==> src/rtl/core/rhci_front.sv <==
module rhci_front #(
  parameter int SAMPLE_BITS = 12
) (
  input  logic                          clk,
  input  logic                          rst,
  input  logic                          in_valid,
  output logic                          in_ready,
  input  logic [SAMPLE_BITS-1:0]        red,
  input  logic [SAMPLE_BITS-1:0]        green,
  input  logic [SAMPLE_BITS-1:0]        blue,
  output logic                          out_valid,
  input  logic                          out_ready,
  output logic signed [SAMPLE_BITS+1:0] dx,
  output logic signed [SAMPLE_BITS:0]   dy,
  output logic signed [SAMPLE_BITS:0]   d1,
  output logic signed [SAMPLE_BITS:0]   d3,
  output logic [SAMPLE_BITS+1:0]        sum_p1,
  output logic                          gray
);
  localparam int EW = SAMPLE_BITS + 2;

  logic              adv;
  logic signed [EW-1:0] r_e, g_e, b_e;

  assign adv      = !out_valid || out_ready;
  assign in_ready = adv;

  assign r_e = signed'({2'b00, red});
  assign g_e = signed'({2'b00, green});
  assign b_e = signed'({2'b00, blue});

  always_ff @(posedge clk) begin
    if (rst) begin
      out_valid <= 1'b0;
    end else if (adv) begin
      out_valid <= in_valid;
    end
    if (adv && in_valid) begin
      dx     <= (r_e <<< 1) - g_e - b_e;
      dy     <= (SAMPLE_BITS+1)'(g_e - b_e);
      d1     <= (SAMPLE_BITS+1)'(r_e - g_e);
      d3     <= (SAMPLE_BITS+1)'(b_e - r_e);
      sum_p1 <= EW'(unsigned'(r_e)) + EW'(unsigned'(g_e)) + EW'(unsigned'(b_e)) + EW'(1);
      gray   <= (red == green) && (green == blue);
    end
  end

endmodule

==> config.mk <==
export PLATFORM = sky130hd
export DESIGN_NAME = rhci_front
export DESIGN_NICKNAME = d
export VERILOG_FILES = /design/src/rtl/core/rhci_front.sv
export SDC_FILE = /design/constraint.sdc
export NUM_CORES = 1
export LEC_CHECK = 0
export ABC_AREA = 1
export BUFFER_PORTS_ARGS = -buffer_cell sky130_fd_sc_hd__buf_2
export CORE_UTILIZATION = 35
export DETAILED_ROUTE_END_ITERATION = 7
export MAX_ROUTING_LAYER = met4
export PLACE_DENSITY_LB_ADDON = 0.2
export SYNTH_ARGS = -nofsm -noshare
export SYNTH_HDL_FRONTEND = slang
export SYNTH_SLANG_ARGS = --single-unit
==> constraint.sdc <==
create_clock -name clk -period 10 [get_ports clk]
set_input_delay 2.5 -clock clk [delete_from_list [all_inputs] [get_ports clk]]
set_output_delay 2.5 -clock clk [all_outputs]
set_load 0.02 [all_outputs]
==> summary.md <==
| Metric | Value |
|---|---|
| Compound-cell area share of the yosys netlist | between 4 and 5% |
| Slew @ Worst Pin | 0.899 ns |
| Max FO, Critical Path | 2 |
| Post-synth top area cell | edfxtp_1 |
| Routed len/inst | 14.6 um |
| Placed cells | 1154 |
| Initial drt markers | between 300 and 400 |
| RePlAce Congestion | about 0.9 |
| Synth Register Bits | 69 |
| Ys Warns | 0 |
| Synthesized area | ~6300 um2 |
| CTS Buf Count | 9 |
| Total grt overflow | 0 |
| Residual DRC | 0 |
| Die height | around 140 um |
| Total core area | between 15000 and 20000 um2 |
| Non-Filler Instances | 1170 |
| Hold Violations, Final | 0 |
| H-Tree Depth | 3 |
| Register area share after synthesis | 32.5% |
| Xor and xnor area share after synthesis | 4.14% |
| CTS root buf | clkbuf_16 |
| Hold_buf cts | 0 |
| Routed Antenna Nets | 0 |
| # rows | between 40 and 50 |
| Relative slew slack | 40.1% |
| RSZ-0062 raised after global routing | no |
| Clk slew on worst S/H paths | ~0.050 ns |
| All-Layer GR Usage | 19.9% |
| CTS Sinks | between 60 and 70 |
| Crit. End Element | primary output |
| Dominant cells by area after synthesis | edfxtp_1, ha_1, nand2_1 |
| Postcts setup bufs | 0 |
| Hold crit path type | reg2reg |
| Crit path launch type | input port |
| Most frequent cells in the layout | nand2_1, inv_1, buf_2 |
| Req. time, crit path | 7.50 ns |
| Post-synthesis adder-cell area fraction | 23.0% |
| Mux contribution to synthesized area | 0% |
| CP max stage delay | 0.16 ns |
| Die X | 137 um |
| Via count | roughly 5500 |
| Max Cap Viol | 0 |
| I/O pins | 110 |
| Skew final | 0.00826 ns |
| CTS Buffer Depth | 2 |
| CTS tree | done |
| ANT cells | 0 |
| Status | complete, no violations |
| Worst path arrival time | 2.93 ns |
| Critical path type | in2out |
| Synth top area share | 32.2% |
| Yosys cell types | 24 |
| Slowest CP cell | buf_2 |
| Initial antenna violation count | 0 |
| P per Cell Area | 157 nW/um2 |
| Largest family of logic cells by synthesized area | simple AND/OR/NAND/NOR gates |
| CTS resizes | 0 |
| Fin crit share | 54.3% |
| F_max | between 150 and 200 MHz |
| Most common cell after layout, fill and taps aside | nand2_1 |
| Maximum vdd ir drop | 0.0858 mV |
| Input/output buffers | 109 |
| Kind of cell adding the most delay to the critical path | buffers and inverters |
| Post-synthesis average cell area | 7.75 um2 |
| Starting density of the core | 36.3% |
| Simple-gate share of the synthesized area | between 20% and 30% |
| Final wirelength | around 17000 um |
| Vias in the first global route | 5037 |
| Largest net degree at the start of global routing | 69 |
| DRT Pass-1 Iters | 7 |
| Worst-Skew Late Latency | 0.35 ns |
| Avg Vias per Cell | 4.67 |
| CP bufs+invs | 3 |
| Final Critical Period | 5.43 ns |
| FILL cells | 1806 |
| Mapped Cells | 819 |
| Leak | 3.99 nW |
| Die area | 18700 um2 |
| DP HPWL | 14200 um |
| First-pass GRT wire length | 26600 um |
| Final setup vio count | 0 |
| Pins Over Slew Limit | 0 |
| Synthesis-to-layout area growth | 17.8% |
| Final #Nets | 1081 |
| CP dominant cell by count | buf_2 |
| Setup TNS | 0 ns |
| CP cell instances | buf_2 -> inv_1 -> nand2_1 -> buf_2 |
| Syn_nets | 960 |
| Fraction of layout cells with a size suffix above 1 | between 10% and 20% |
## per-layer routing
metal  vias up  share of wire [%]  global-route usage (%)
met5         -                  0                       -
met4         0                2.1                    6.36
li1       2831                  -                       -
met1      2461                 48                    27.1
met3        22                5.9                    3.56
met2       146                 44                    29.7
## per-stage QoR
| step | utilization (%) | hold slack (ns) | setup slack (ns) | power [mW] | area (um2) |
|---|---|---|---|---|---|
| 2_1_floorplan | - | 0.705 | 3.64 | 0.729 | 6350 |
| 3_3_place_gp | 41.2 | 0.516 | 4.58 | 0.868 | 7190 |
| 3_5_place_dp | 41.2 | 0.525 | 4.57 | 0.868 | 7190 |
| 4_1_cts | 42.8 | 0.532 | 4.57 | 1.18 | 7480 |
| 5_1_grt | 42.8 | 0.572 | 4.53 | 1.26 | 7480 |
| 6_report | 42.8 | 0.527 | 4.57 | 1.18 | 7480 |
## synth_stat cells
library cell and n:
xor2_1 16, nand3_1 52, dfxtp_1 1, inv_2 1
a21oi_2 1, xnor2_1 14, or2_2 1, nand2_1 250
nor3_1 4, nand4_1 22, fa_1 26, o21ai_2 2
a21oi_1 40, o21bai_1 4, ha_1 75, edfxtp_1 68
o21ai_0 4, nor2_1 60, o21ai_1 1, nor4_2 1
nand3b_1 2, inv_1 170, and2_1 3, nor2_2 1
## worst paths after layout
path | from | endpoint | slack [ns] | cells past startpoint
max | out_ready | in_ready | 4.57 | 4
min | out_valid$_SDFFE_PP0N_ | out_valid$_SDFFE_PP0N_ | 0.53 | 2
max reg2reg | out_valid$_SDFFE_PP0N_ | dy[6]$_DFFE_PP_ | 8.41 | 2
min reg2reg | out_valid$_SDFFE_PP0N_ | out_valid$_SDFFE_PP0N_ | 0.53 | 2
## worst reg2reg max path: stages, from the launching register on
cell	delay (ns)
dfxtp_1	0.34
a21oi_4	0.14
buf_4	0.70
## logic make-up after synthesis
group / after synthesis
AO/OA/AOI/OAI: 52
XOR/XNOR: 30
adder cells (fa/ha/maj): 101
buffers and inverters: 171
flip-flops: 69
AND/OR/NAND/NOR: 396
## report_power, final
part / internal, mW / switching (mW)
sequential: 0.384 / 0.00976
combinational: 0.161 / 0.309
clock: 0.188 / 0.125
total: 0.733 / 0.444
## state kept, by name (all words and copies together) (netlist names)
| name | flops |
|---|---|
| dx | 14 |
| sum_p1 | 14 |
| d1 | 13 |
| d3 | 13 |
| dy | 13 |
| gray | 1 |
| out_valid | 1 |
## cell type report
| cell class | count | area [um2] | share of cell area (%) |
|---|---|---|---|
| repair buffers | 110 | 553 | 7.40 |
| multi-input cells | 579 | 3650 | 48.9 |
| inverters | 171 | 642 | 8.59 |
| clock buffers | 15 | 278 | 3.72 |
| clock inverters | 1 | 5.00 | 0.0669 |
| flip-flops and latches | 69 | 2060 | 27.6 |
| well taps | 225 | 282 | 3.77 |
Note: power is estimated with default switching activity, not from simulation.
