### src/rtl/core/rhci_queue.sv
module rhci_queue #(
  parameter int WIDTH = 8,
  parameter int DEPTH = 2
) (
  input  logic             clk,
  input  logic             rst,
  input  logic             in_valid,
  output logic             in_ready,
  input  logic [WIDTH-1:0] in_data,
  output logic             out_valid,
  input  logic             out_ready,
  output logic [WIDTH-1:0] out_data
);
  localparam int PW = (DEPTH > 1) ? $clog2(DEPTH) : 1;
  localparam int CW = $clog2(DEPTH + 1);

  logic [WIDTH-1:0] mem [DEPTH];
  logic [PW-1:0]    wr_ptr;
  logic [PW-1:0]    rd_ptr;
  logic [CW-1:0]    count;
  logic             push, pop;

  assign in_ready  = count != CW'(DEPTH);
  assign out_valid = count != '0;
  assign out_data  = mem[rd_ptr];
  assign push      = in_valid && in_ready;
  assign pop       = out_valid && out_ready;

  always_ff @(posedge clk) begin
    if (rst) begin
      wr_ptr <= '0;
      rd_ptr <= '0;
      count  <= '0;
    end else begin
      if (push) begin
        wr_ptr <= (wr_ptr == PW'(DEPTH - 1)) ? '0 : wr_ptr + PW'(1);
      end
      if (pop) begin
        rd_ptr <= (rd_ptr == PW'(DEPTH - 1)) ? '0 : rd_ptr + PW'(1);
      end
      if (push && !pop) begin
        count <= count + CW'(1);
      end else if (pop && !push) begin
        count <= count - CW'(1);
      end
    end
    if (push) begin
      mem[wr_ptr] <= in_data;
    end
  end

endmodule

### config.mk
export PLATFORM = sky130hd
export DESIGN_NAME = rhci_queue
export DESIGN_NICKNAME = d
export VERILOG_FILES = /design/src/rtl/core/rhci_queue.sv
export SDC_FILE = /design/constraint.sdc
export NUM_CORES = 1
export LEC_CHECK = 0
export ABC_AREA = 1
export BUFFER_PORTS_ARGS = -buffer_cell sky130_fd_sc_hd__buf_2
export CELL_PAD_IN_SITES_DETAIL_PLACEMENT = 1
export CELL_PAD_IN_SITES_GLOBAL_PLACEMENT = 2
export CORE_MARGIN = 5
export CORE_UTILIZATION = 35
export DETAILED_ROUTE_END_ITERATION = 8
export PLACE_DENSITY_LB_ADDON = 0.1
export SETUP_SLACK_MARGIN = 0.1
export SYNTH_ARGS = -nofsm -noshare
export SYNTH_HDL_FRONTEND = slang
export SYNTH_SLANG_ARGS = --single-unit
### constraint.sdc
create_clock -name clk -period 3 [get_ports clk]
set_input_delay 0.3 -clock clk [delete_from_list [all_inputs] [get_ports clk]]
set_output_delay 0.3 -clock clk [all_outputs]
set_load 0.01 [all_outputs]
==> metrics.yaml, run 1 <==
floorplan:
  die_h_um: 58.6
  io_pins: 22
  die_w_um: 58.6
  core_area_um2: 2230
  rows: 17
  dieArea_um2: 3430
  start_util: 0.370
clock_tree:
  cts_tree: "done"
  cts_buffers: 3
  postCtsSetupRepairBufs: 0
  cts.sinks: 21
  cts_hold_buf: 0
  clk-insertion-delay-late_ps: 300
  clockRootBuffer: "clkbuf_4"
  h-tree-depth: 1
  clk_path_buf_depth: 2
  path_clk_slew_ps: 110
  cts_resized: 0
sta:
  finalCritPeriodShare: 0.558
  fin_setup_tns_ps: 0
  rsz0062_at_grt: "false"
  setup_viol: 0
  finalHoldViolCount: 0
  slew_violations: 0
  worst_pin_slew_ps: 705
  whs_ps: 182
  finalClockSkew_ps: 2.37
  fmax_mhz: 598
  maxSlewHeadroom: 0.528
  fin_crit_ps: 1670
  fin_ws_ps: 1330
run_status:
  status: "completed"
place:
  place.gp.congestion: 0.694
  portBuffers: 21
  dpl_worst_slack_ps: 1500
  place_area_um2: 961
  dp_cells: 110
  dp_hpwl_um: 1140
cells_and_area:
  nets: 100
  multi_input_area_um2: 209
  finalNonFillerCells: 114
  area_growth_syn_to_layout_pct: 19.7
  final_area_um2: 988
  final_core_util: 0.443
  n_fill_cell: 265
  drive_gt1_frac: 0.430
  ff_latch_area_um2: 581
  diodes: 0
yosys:
  syn_nets: 75
  avgSynthCellArea_um2: 13.3
  yosysSeqAreaShare: 0.703
  netlist.top_cell.by_area: "edfxtp_1"
  synth_edf_count: 16
  synth_seq_cells: 21
  synthesis.area_um2: 826
  synth_common_cells: "edfxtp_1, mux2_2, nand2_1, nor2_1, inv_1"
  synth.most_common_cell: "edfxtp_1"
  synthFlopType: "edfxtp_1"
  synthCells: 62
  ys_types: 17
  async_flop_share: 0
  netlist_top_cells_area: "edfxtp_1, dfxtp_1, mux2_2"
  ys.warnings.count: 0
  netlist.area_leader.share: 0.582
worst_setup_path:
  critPathTopFamily: "flip-flops"
  slowest_delay_ps: 550
  critPathSlowestCell: "dfxtp_1"
  worst-path-max-fanout: 8
  path_cells: "mux2_2 -> buf_2"
  cp_num_buf_inv: 1
  crit_arrival_ps: 1370
  crit_type: "flop to primary output"
  crit_path_end_kind: "primary output"
  worst_ep_required_time_ps: 2700
  worst_setup_path_start_kind: "flop"
power:
  seqPwrFrac: 0.518
  p_sw_frac: 0.326
  combPwrFrac: 0.313
  p_leak_nw: 0.410
  power_density_nw_per_um2: 788
  p_switching_uw: 254
  total_power_uw: 779
  internal-power_uw: 525
  ir_worst_vdd_mv: 0.347
  clkPwrFrac: 0.168
detailed_routing:
  detail-route-antenna-nets: 0
  wl_per_cell_um: 12.7
  wirelength_um: 1450
  vias: 516
  first_iter_violations: 7
  drt_first_pass_iters: 3
  vias_per_cell: 4.53
  post-route-drc-count: 0
global_routing:
  grt_pass1_wl_um: 2380
  grt_pass1_vias: 570
  grt_overflow: 0
  antenna_found_initial: 0
  grt_usage: 0.0949
  grt_max_degree: 13
hold_path:
  hold_class: "input pin to flop"
job:
  drv_cap: 0
[power by group through the flow]
stage                     sequential (mW)  clock, mW  combinational (mW)
after floorplan                     0.395          0               0.180
final                               0.404      0.131               0.244
after global placement              0.410          0               0.243
after detailed placement            0.413          0               0.250
after global routing                0.413      0.151               0.276
after CTS                           0.407      0.136               0.252
[cell usage in the layout (no fill, tap or decap)]
cell,synthesis,final
clkinv_2,1,2
nand4_1,1,1
inv_1,6,6
nand3_1,2,2
nand2_1,7,7
clkbuf_4,0,3
edfxtp_1,16,16
ha_1,1,1
inv_2,1,1
o21ai_0,1,1
nand2_2,1,1
a21oi_1,2,2
nand2_4,1,1
mux2_2,8,8
dfxtp_1,5,5
o21ai_1,1,1
buf_2,1,21
nor2_1,7,7
[flip-flops by register name, indices dropped and copies added, names as in the netlist, named ones only]
register / count
count: 2
rd_ptr: 1
mem: 16
wr_ptr: 1
[per-layer routing]
layer  GRT usage  part of all wire  vias up
li1            -                 -      258
met1      0.0990              0.37      241
met2       0.174              0.55       13
met3      0.0241             0.059        4
met4      0.0485             0.021        0
met5           0                 0        -
[cells by family after synthesis]
family                   after synthesis  synth area share
AO/OA/AOI/OAI                          4            0.0242
adder cells (fa/ha/maj)                1            0.0151
buffers and inverters                  9            0.0439
flip-flops                            21             0.703
multiplexers                           8             0.109
AND/OR/NAND/NOR                       19             0.105
[worst reg2reg max path, cell delays in order (launching register included)]
cell     delay (ps)
dfxtp_1         390
inv_2            60
nand2_2          80
nand2_4          60
nor2_1          540
[worst paths after layout]
check	slack, ps	to	cells past startpoint	start
max	1330	out_data[4]	2	flop
min	180	mem[0][4]	1	in_data[4]
max reg2reg	1510	mem[1][2]	4	count[0]
min reg2reg	500	count[0]	1	count[0]
[area by class of cell]
class | instances | share of cell area
Clock buffer | 3 | 0.0228
Timing Repair Buffer | 21 | 0.106
Multi-Input combinational cell | 32 | 0.211
Tap cell | 28 | 0.0354
Inverter | 8 | 0.0316
Clock inverter | 1 | 0.00506
Sequential cell | 21 | 0.587
Power figures use the tool's default switching activity.
==> run 2, diff against run 1 <==
--- a/config.mk
+++ b/config.mk
@@ -10,7 +10,7 @@
 export CELL_PAD_IN_SITES_DETAIL_PLACEMENT = 1
 export CELL_PAD_IN_SITES_GLOBAL_PLACEMENT = 2
 export CORE_MARGIN = 5
-export CORE_UTILIZATION = 35
+export CORE_UTILIZATION = 32
 export DETAILED_ROUTE_END_ITERATION = 8
 export PLACE_DENSITY_LB_ADDON = 0.1
 export SETUP_SLACK_MARGIN = 0.1
==> constraint.sdc (replaced) <==
create_clock -name clk -period 1.6 [get_ports clk]
set_input_delay 0.16 -clock clk [delete_from_list [all_inputs] [get_ports clk]]
set_output_delay 0.16 -clock clk [all_outputs]
set_load 0.01 [all_outputs]
==> run 2 against run 1 <==
Net effect: combinational power is 93% higher; design area grew 2.0%; critical endpoint is now out_data[1]; clock power up 89%; first-iteration DRC count up 43%; critical path type unchanged; sequential cell count is the same.
==> metrics.yaml, run 2 (same netlist as run 1, synthesis figures left out) <==
run_status:
  status: "completed"
worst_setup_path:
  rr_worst_depth: 10
  crit_arrival_ps: 1250
  worstSetupEndpoint: "out_data[1]"
  crit_path_end_kind: "primary output"
  crit_type: "flop to primary output"
  r2r-start: "count[0]"
  rrSetupSlack_ps: 270
  worst_setup_path_start_kind: "flop"
  worstReg2RegEnd: "count[1]"
  worst-path-max-fanout: 8
  worst_ep_required_time_ps: 1440
sta:
  finalHoldViolCount: 0
  rsz0062_at_grt: "false"
  finalClockSkew_ps: 1.26
  setup_viol: 0
  slew_violations: 0
  finalCritPeriodShare: 0.882
  worst_pin_slew_ps: 207
  fin_crit_ps: 1410
  fmax_mhz: 709
  fin_setup_tns_ps: 0
  maxSlewHeadroom: 0.862
detailed_routing:
  vias_per_cell: 4.53
  post-route-drc-count: 0
  wirelength_um: 1490
  wl_per_cell_um: 12.6
  detail-route-antenna-nets: 0
  drt_first_pass_iters: 2
  first_iter_violations: 10
  vias: 535
job:
  drv_cap: 0
floorplan:
  die_w_um: 60.8
  dieArea_um2: 3700
  io_pins: 22
  die_h_um: 60.8
  rows: 18
  start_util: 0.333
  core_area_um2: 2480
cells_and_area:
  final_core_util: 0.407
  diodes: 0
  drive_gt1_frac: 0.466
  area_growth_syn_to_layout_pct: 22.1
  n_fill_cell: 284
  largest-register: "mem"
  mostFrequentLayoutCell: "buf_2"
  reg_top3: "mem (16), count (2)"
  multi_input_area_um2: 209
  largest_reg_flops: 16
  ff_latch_area_um2: 584
  finalNonFillerCells: 118
  mostFrequentLayoutCells: "buf_2, edfxtp_1, mux2_2, nand2_1, nor2_1"
  nets: 102
clock_tree:
  clockRootBuffer: "clkbuf_4"
  cts_buffers: 3
  path_clk_slew_ps: 110
  h-tree-depth: 1
  cts_hold_buf: 0
  postCtsSetupRepairBufs: 0
  cts_tree: "done"
  cts.sinks: 21
  clk_path_buf_depth: 2
  clk-insertion-delay-late_ps: 290
power:
  seqPwrFrac: 0.515
  power_density_nw_per_um2: 1470
  combPwrFrac: 0.318
  ir_worst_vdd_mv: 0.750
  internal-power_mw: 1.01
  clkPwrFrac: 0.167
  p_sw_frac: 0.322
  p_leak_nw: 0.418
  p_switching_uw: 477
place:
  dp_cells: 114
  portBuffers: 21
  dp_hpwl_um: 1160
  place.gp.congestion: 0.765
global_routing:
  grt_usage: 0.0972
  grt_pass1_vias: 578
  grt_pass1_wl_um: 2440
  antenna_found_initial: 0
  grt_overflow: 0
  grt_max_degree: 12
hold_path:
  hold_class: "input pin to flop"
==> run 2: area by class of cell <==
type / count / area share
multi-input combinational: 32 / 0.207
clock buffer: 4 / 0.0261
inverter: 8 / 0.0310
tap: 30 / 0.0372
sequential: 21 / 0.579
timing repair buffer: 23 / 0.119
==> run 2: repair_timing <==
| item | in CTS | in global routing |
|---|---|---|
| gates resized for setup | 1 | 2 |
| endpoints found under the hold margin | 0 | 0 |
| setup endpoints to repair | 8 | 1 |
==> run 2: per-layer routing <==
layer	global-route usage	up-vias	share of wire
met5	0	-	0
met3	0.0255	4	0.058
met1	0.0940	253	0.37
met2	0.174	12	0.55
met4	0.0743	0	0.026
li1	-	266	-
==> run 2: worst min path at each step <==
stage / cells after the start / from / endpoint / slack [ps]
5_1_grt: 1 / in_data[2] / mem[0][2] / 10
3_5_place_dp: 1 / in_data[6] / mem[0][6] / 360
2_1_floorplan: 0 / in_data[0] / mem[0][0] / 260
4_1_cts: 1 / in_data[6] / mem[1][6] / 40
6_report: 1 / in_data[2] / mem[0][2] / 50
3_3_place_gp: 1 / in_data[6] / mem[0][6] / 350
==> run 2: power groups by stage <==
| stage | registers, mW | clock network [mW] | logic (mW) |
|---|---|---|---|
| after CTS | 0.763 | 0.261 | 0.485 |
| after global routing | 0.779 | 0.301 | 0.540 |
| after detailed placement | 0.773 | 0 | 0.483 |
| after floorplan | 0.740 | 0 | 0.337 |
| final | 0.765 | 0.248 | 0.472 |
| after global placement | 0.766 | 0 | 0.476 |
==> run 2: worst max-delay path: stages, from the launching register on <==
cell	delay, ps
dfxtp_2	460
mux2_2	360
buf_2	140
==> run 2: stage by stage <==
| stage | hold slack [ps] | power, mW | worst slack [ps] | cell area, um^2 |
|---|---|---|---|---|
| 5_1_grt | 13.6 | 1.62 | 100 | 1010 |
| 6_report | 49.1 | 1.48 | 189 | 1010 |
| 3_5_place_dp | 358 | 1.26 | 250 | 978 |
| 2_1_floorplan | 259 | 1.08 | 285 | 826 |
| 4_1_cts | 39.6 | 1.51 | 147 | 1010 |
| 3_3_place_gp | 348 | 1.24 | 295 | 978 |
